File: src/design/q10mr_pkg.sv
package q10mr_pkg;

    // field widths
    localparam int unsigned TEMP_W    = 15;
    localparam int unsigned NITRO_W   = 32;
    localparam int unsigned AREA_W    = 16;
    localparam int unsigned DAYL_W    = 17;
    localparam int unsigned FLUX_W    = 48;
    localparam int unsigned RATE_W    = 32;
    localparam int unsigned CN_W      = 16;
    localparam int unsigned FLAGS_W   = 2;

    // internal widths
    localparam int unsigned FACTOR_W  = 38;     // 2^((t-20)/10) in Q32
    localparam int unsigned BASE_W    = 38;     // n * 0.218 in Q32
    localparam int unsigned FLUX_USED_W = 43;   // tissue flux never reaches above this

    localparam int unsigned EXP2_TABLE_BITS_DEFAULT = 8;

    // arithmetic constants
    localparam logic [29:0] MRPERN_Q32   = 30'd936302871;   // 0.218 in Q32
    localparam logic [23:0] AREA_K_Q16   = 24'd13767133;    // 0.218 / (86400 * 12.011e-9)
    localparam logic [16:0] DAY_SECONDS  = 17'd86400;
    localparam logic [15:0] TEMP_BIAS    = 16'd35840;       // (16 * 10 - 20) deg C in Q8.8
    localparam logic [31:0] DIV10_RECIP  = 32'hCCCC_CCCD;   // floor(y / 10) = y * this >> 35
    localparam int unsigned DIV10_SHIFT  = 35;
    localparam logic [4:0]  EXP_POINT    = 5'd14;

    // day-length share: floor(x / 86400) = floor(floor(x / 128) / 675)
    // floor(y / 675) = y * ceil(2^63 / 675) >> 63, exact for y below 2^54
    localparam int unsigned DAY_PRESHIFT    = 7;
    localparam int unsigned DAY_X_W         = 54;
    localparam int unsigned DAY_HALF_W      = 27;
    localparam logic [53:0] DAY_RECIP       = 54'd13664254869414483;
    localparam int unsigned DAY_RECIP_SHIFT = 63;

    // per-area divider
    localparam int unsigned AREA_NUM_W   = 62;
    localparam int unsigned AREA_DEN_W   = 48;
    localparam int unsigned AREA_STAGES  = 16;
    localparam int unsigned AREA_STEPS   = 2;

    // pipeline latencies in cycles
    localparam int unsigned LAT_FACTOR   = 4;
    localparam int unsigned LAT_TISSUE   = 3;
    localparam int unsigned LAT_SHARE    = 5;
    localparam int unsigned LAT_AREA     = 2 + AREA_STAGES;
    localparam int unsigned LAT_CORE     = LAT_FACTOR + LAT_AREA;

    typedef enum logic [0:0] {
        CFG_CARBON_TO_NITROGEN = 1'b0,
        CFG_WOODY_ENABLE       = 1'b1
    } cfg_reg_t;

    function automatic logic [63:0] isqrt64(input logic [63:0] x_in);
        logic [63:0] x;
        logic [63:0] r;
        logic [63:0] bitv;
        x = x_in;
        r = 64'd0;
        bitv = 64'd1 << 62;
        for (int s = 0; s < 32; s++)
        begin
            if (x >= r + bitv)
            begin
                x = x - (r + bitv);
                r = (r >> 1) + bitv;
            end
            else
            begin
                r = r >> 1;
            end
            bitv = bitv >> 2;
        end
        return r;
    endfunction

    // entry idx of the table 2^(idx / 2^bits) in Q30, evaluated at elaboration
    function automatic logic [31:0] pow2_entry(input int unsigned idx,
                                               input int unsigned bits);
        logic [63:0] roots [17];
        logic [63:0] acc;
        roots[0] = 64'd1 << 31;
        for (int b = 1; b <= 16; b++)
        begin
            if (b <= bits)
                roots[b] = isqrt64(roots[b - 1] << 30);
            else
                roots[b] = 64'd0;
        end
        acc = 64'd1 << 30;
        for (int b = 0; b <= 16; b++)
        begin
            if (b <= bits && ((idx >> b) & 1) != 0)
                acc = (acc * roots[bits - b]) >> 30;
        end
        return acc[31:0];
    endfunction

endpackage

File: src/design/q10mr_tissue.sv
module q10mr_tissue (
    input  logic                              clk,
    input  logic                              en,
    input  logic [q10mr_pkg::NITRO_W-1:0]     nitrogen,
    input  logic [q10mr_pkg::FACTOR_W-1:0]    factor,
    output logic [q10mr_pkg::FLUX_W-1:0]      flux
);
    import q10mr_pkg::*;

    // stage 1: n * 0.218
    logic [61:0]          base_prod;
    logic [BASE_W-1:0]    base_reg;
    logic [FACTOR_W-1:0]  fac_reg;

    assign base_prod = 62'(nitrogen) * 62'(MRPERN_Q32);

    always_ff @(posedge clk)
    begin
        if (en)
        begin
            base_reg <= base_prod[61:24];
            fac_reg  <= factor;
        end
    end

    // stage 2: partial products of base * factor
    logic [63:0] pp_ll_reg;
    logic [37:0] pp_lh_reg;
    logic [37:0] pp_hl_reg;
    logic [11:0] pp_hh_reg;

    always_ff @(posedge clk)
    begin
        if (en)
        begin
            pp_ll_reg <= 64'(base_reg[31:0]) * 64'(fac_reg[31:0]);
            pp_lh_reg <= 38'(base_reg[31:0]) * 38'(fac_reg[FACTOR_W-1:32]);
            pp_hl_reg <= 38'(base_reg[BASE_W-1:32]) * 38'(fac_reg[31:0]);
            pp_hh_reg <= 12'(base_reg[BASE_W-1:32]) * 12'(fac_reg[FACTOR_W-1:32]);
        end
    end

    // stage 3: sum, dropping the low 32 bits (fits well under 48 bits)
    logic [FLUX_W-1:0] flux_reg;

    always_ff @(posedge clk)
    begin
        if (en)
            flux_reg <= FLUX_W'(pp_ll_reg[63:32]) + FLUX_W'(pp_lh_reg)
                      + FLUX_W'(pp_hl_reg) + {4'd0, pp_hh_reg, 32'd0};
    end

    assign flux = flux_reg;

endmodule

File: config.mk
export PLATFORM = sky130hd
export DESIGN_NAME = q10mr_tissue
export DESIGN_NICKNAME = d
export VERILOG_FILES = /design/src/design/q10mr_pkg.sv /design/src/design/q10mr_tissue.sv
export SDC_FILE = /design/constraint.sdc
export NUM_CORES = 2
export LEC_CHECK = 0
export ABC_AREA = 1
export BUFFER_PORTS_ARGS = -buffer_cell sky130_fd_sc_hd__buf_4
export CORE_MARGIN = 2
export CORE_UTILIZATION = 60
export CTS_CLUSTER_SIZE = 12
export DETAILED_ROUTE_END_ITERATION = 8
export PLACE_DENSITY = 0.85
export SLEW_MARGIN = 20
export SYNTH_ARGS = -nofsm -noshare
export SYNTH_HDL_FRONTEND = slang
export SYNTH_SLANG_ARGS = --single-unit
File: constraint.sdc
create_clock -name clk -period 7.32 [get_ports clk]
set_input_delay 0.732 -clock clk [delete_from_list [all_inputs] [get_ports clk]]
set_output_delay 0.732 -clock clk [all_outputs]
set_load 0.01 [all_outputs]
* After elaboration in Yosys (flattened, before gate mapping)
Cells that the tools add are included.
W data, S select, Z words.
** Word-level totals
- Input port bits :: 72
- Register bits after elaboration :: 276
- Output and inout bits :: 48
- Logic and storage cells :: 15
** Cells by class
- Multipliers :: 5
- $add $sub $neg :: 3
** Operators with widths (count)
- $mul A32 B32 Y64 :: 1
- $mul A32 B30 Y62 const B :: 1
- $add A40 B44 Y45 :: 1
- $add A39 B38 Y40 :: 1
- $add A32 B38 Y39 :: 1
- $mul A32 B6 Y38 :: 1
- $mul A6 B32 Y38 :: 1
- $mul A6 B6 Y12 :: 1

* Depth between registers and ports, before layout
- Depth in word-level cells :: 3
- Mapped depth :: 31
- Gate-level depth less buffers :: 29

* Worst setup path before layout
Ideal clock, no wire load.
- Path kind :: register to register
- Start :: register base_reg[31]
- End :: register pp_ll_reg[57] (data pin)
- Setup time :: 0.252 ns
- Required time :: 7.068 ns
- Setup slack :: 0.743 ns
- Period minus slack after synthesis :: 6.577 ns
- Cell stages (with the launch flop) :: 28
- Buffers on the path :: 2
- Arrival :: 6.325 ns
- Cell sequence :: edfxtp_1 -> clkbuf_1 -> buf_1 -> nand2_1 -> fa_1 -> inv_1 -> fa_1 -> fa_1 -> inv_1 -> fa_1 -> inv_1 -> fa_1 -> fa_1 -> fa_1 -> inv_1 -> fa_1 -> inv_1 -> ha_1 -> a21oi_1 -> inv_1 -> o21ai_0 -> nand2_1 -> a21oi_1 -> nor2_1 -> nor2_1 -> nand2_1 -> nand2_1 -> nand2_1
** On the way
- Cells in the longest elaborated chain, start to end :: 1
** RTL lines
- from (decl) :: RTL line q10mr_tissue.sv:12 : logic [BASE_W-1:0] base_reg;
- from (signal assigned) :: RTL line q10mr_tissue.sv:21 : base_reg <= base_prod[61:24];
- $mul A32 B32 Y64 :: RTL line q10mr_tissue.sv:36 : pp_ll_reg <= 64'(base_reg[31:0]) * 64'(fac_reg[31:0]);
- to (signal assigned) :: RTL line q10mr_tissue.sv:36
- to (decl) :: RTL line q10mr_tissue.sv:27 : logic [63:0] pp_ll_reg;
Every way passes these cells.
A chain may end at the register's enable or synchronous reset.

* Worst setup path in the final report
- Start :: register base_reg[6]
- End :: register pp_ll_reg[37] (data pin)
Same word-level chain as after synthesis.

==> impl_metrics.yaml <==
die:
  core_area_um2: 129000
  die_h_um: 365
  rows: 132
  die_w_um: 365
  start_util_pct: 60.4
  ios: 120
  dieArea_um2: 133000
sta:
  setup_slack_ns: 0.204
  period_needed_ns: 7.12
  tns_ns: 0
  maxSlewViolCount: 0
  skew_ns: 0.0386
  finalHoldViolCount: 0
  period_share_pct: 97.2
  setup_viol: 0
  tightest_slew_ns: 1.07
  max_freq_mhz: 141
  relSlewSlack_pct: 29.0
setup_path:
  critPathKind: "register to register"
  worstReg2RegStart: "base_reg[6]$_DFFE_PP_"
  crit_required_ns: 7.70
  r2r_setup_slack_ns: 0.20
  r2r_cells: 24
  reg2reg_to: "pp_ll_reg[37]$_DFFE_PP_"
  critPathArrivalTime_ns: 7.50
  cp-start-kind: "register"
  crit_fanout: 9
  end_kind: "register"
placement:
  hpwl_um: 207000
  placed_cell_area_um2: 81800
  dp_cells: 11400
  gp_congestion: 1.03
  port_buffers: 116
  dp_slack_ns: 0.0426
routing:
  ant_nets: 0
  wl_um: 246000
  drc: 0
  first_pass_iters: 9
  drtIter0Drc: 5756
  routedWlPerCell_um: 21.4
  vias_per_cell: 5.56
  num_vias: 63700
logic_synthesis:
  async_flop_share_pct: 0
  synth_edf_count: 241
  synth_flop_cell: "edfxtp_1"
  synth.area.top_cells: "fa_1, inv_1, ha_1"
  synthCells: 9630
  yosys_warnings: 0
  ys_ff_latch: 241
  synth_top_area_share_pct: 42.2
  synth.distinct_cells: 47
  synth_area_leader_cell: "fa_1"
  syn_area_um2: 78100
  syn_area_per_cell_um2: 8.11
  synth_most_common_cell: "inv_1"
  yosys-top-cells-count: "inv_1, nand2_1, fa_1"
  seq_area_frac_synth_pct: 9.26
layout:
  finalNetCount: 12100
  largest_register_ff_count: 45
  final_area_um2: 83200
  final-seq-area_um2: 7240
  area_growth_pct: 6.46
  fin_cells: 11500
  multi_input_area_um2: 59300
  final_layout_size_suffix_gt1_share_pct: 4.60
  fillers: 10800
clock_network:
  root_buffer: "clkbuf_16"
  cts_hold_buf: 0
  htreeDepth: 1
  clk_pin_slew_ns: 0.07
  clk_path_buf_depth: 3
  cts_made_buffers: 30
  cts_sinks: 241
  insertion_delay_ns: 0.67
  cts_tree: "done"
global_route:
  gr-usage-all-layers_pct: 38.0
  grt-ovfl-total: 0
  grt_max_degree: 126
  met2_usage_pct: 64.1
  grt_antenna_before_repair: 5
  globalRouteMet1Util_pct: 45.0
  grt_pass1_wl_um: 384000
  grt_pass1_vias: 69500
  grt.busiest_layer: "met2"
  use_met3_pct: 6.21
hold_path:
  min_path_type: "input pin to register"
  hp-start: "factor[36]"
  min_path_cells: 1
  hold_end: "fac_reg[36]$_DFFE_PP_"
status:
  status: "finished clean"
run:
  cap_violations: 0
cell type report:
cell class / count / area share, %
repair buffers: 331 / 3.65
flip-flops and latches: 241 / 8.70
clock buffers: 35 / 0.925
inverters: 2772 / 12.5
clock inverters: 18 / 0.271
diodes: 1 / 0.00301
well taps: 1742 / 2.62
multi-input cells: 6312 / 71.3
metal layers:
layer / share of wire [%] / vias to the layer above
met2: 48 / 3392
met3: 8.7 / 968
met5: 0.017 / -
met4: 8.0 / 6
met1: 36 / 31300
li1: - / 28000
how the worst max path moves through the flow:
stage / start / endpoint / slack [ns] / cells past startpoint
floorplan: base_reg[31]$_DFFE_PP_ / pp_ll_reg[57]$_DFFE_PP_ / 0.74 / 27
global placement: base_reg[16]$_DFFE_PP_ / pp_ll_reg[42]$_DFFE_PP_ / 0.13 / 25
detailed placement: base_reg[16]$_DFFE_PP_ / pp_ll_reg[53]$_DFFE_PP_ / 0.04 / 25
CTS: base_reg[16]$_DFFE_PP_ / pp_ll_reg[53]$_DFFE_PP_ / 0.06 / 25
global route: base_reg[18]$_DFFE_PP_ / pp_ll_reg[37]$_DFFE_PP_ / -0.005 / 25
finish: base_reg[6]$_DFFE_PP_ / pp_ll_reg[37]$_DFFE_PP_ / 0.20 / 24
cell usage in the layout (no fill, tap or decap), types with 37 or more instances in the layout:
cell type  Yosys  layout
inv_1       2769    2769
nand2_1     2395    2395
fa_1        1645    1645
ha_1         744     744
nor2_1       452     451
a21oi_1      320     319
buf_4          7     285
edfxtp_1     241     241
nand3_1      184     184
o21ai_0      169     169
xor2_1        85      85
nand4_1       49      49
buf_12         0      43
nor3_1        41      41
o21bai_1      37      37
per-stage QoR:
step	utilization, %	hold slack, ns
final	64.3	0.236
after global routing	64.3	0.230
after CTS	64.0	0.214
after detailed placement	63.2	0.674
after global placement	63.2	0.670
after floorplan	-	0.591
cells by family after synthesis:
group / Yosys count / synth area share, %
buf+inv: 3079 / 14.8
simple gates: 3195 / 16.2
other cells: 1 / 0.00480
fa+ha+maj: 2389 / 54.1
compound gates: 610 / 4.30
flops: 241 / 9.26
xor+xnor: 115 / 1.29
critical path, stage by stage, from the launching register on:
cell and delay, ns:
edfxtp_1 0.52, buf_4 0.19, buf_4 0.20, nand2_1 0.09
inv_1 0.07, fa_1 0.58, fa_1 0.46, fa_1 0.56
fa_1 0.46, fa_1 0.52, fa_1 0.42, fa_1 0.57
inv_1 0.07, fa_1 0.48, inv_1 0.04, ha_1 0.40
nand2_1 0.16, nor2_1 0.12, inv_1 0.09, nor2_1 0.27
inv_1 0.10, nor2_1 0.16, nor2_1 0.08, nand3_1 0.08
nand2_1 0.16
repair_timing:
action                                  in CTS  in global routing
buffers inserted                             0                 32
resized for setup                            0                  4
endpoints found under the setup margin       0                 32
Power is not shown: default switching activity piles up to over one toggle a cycle in this logic, so the estimate is an artifact.
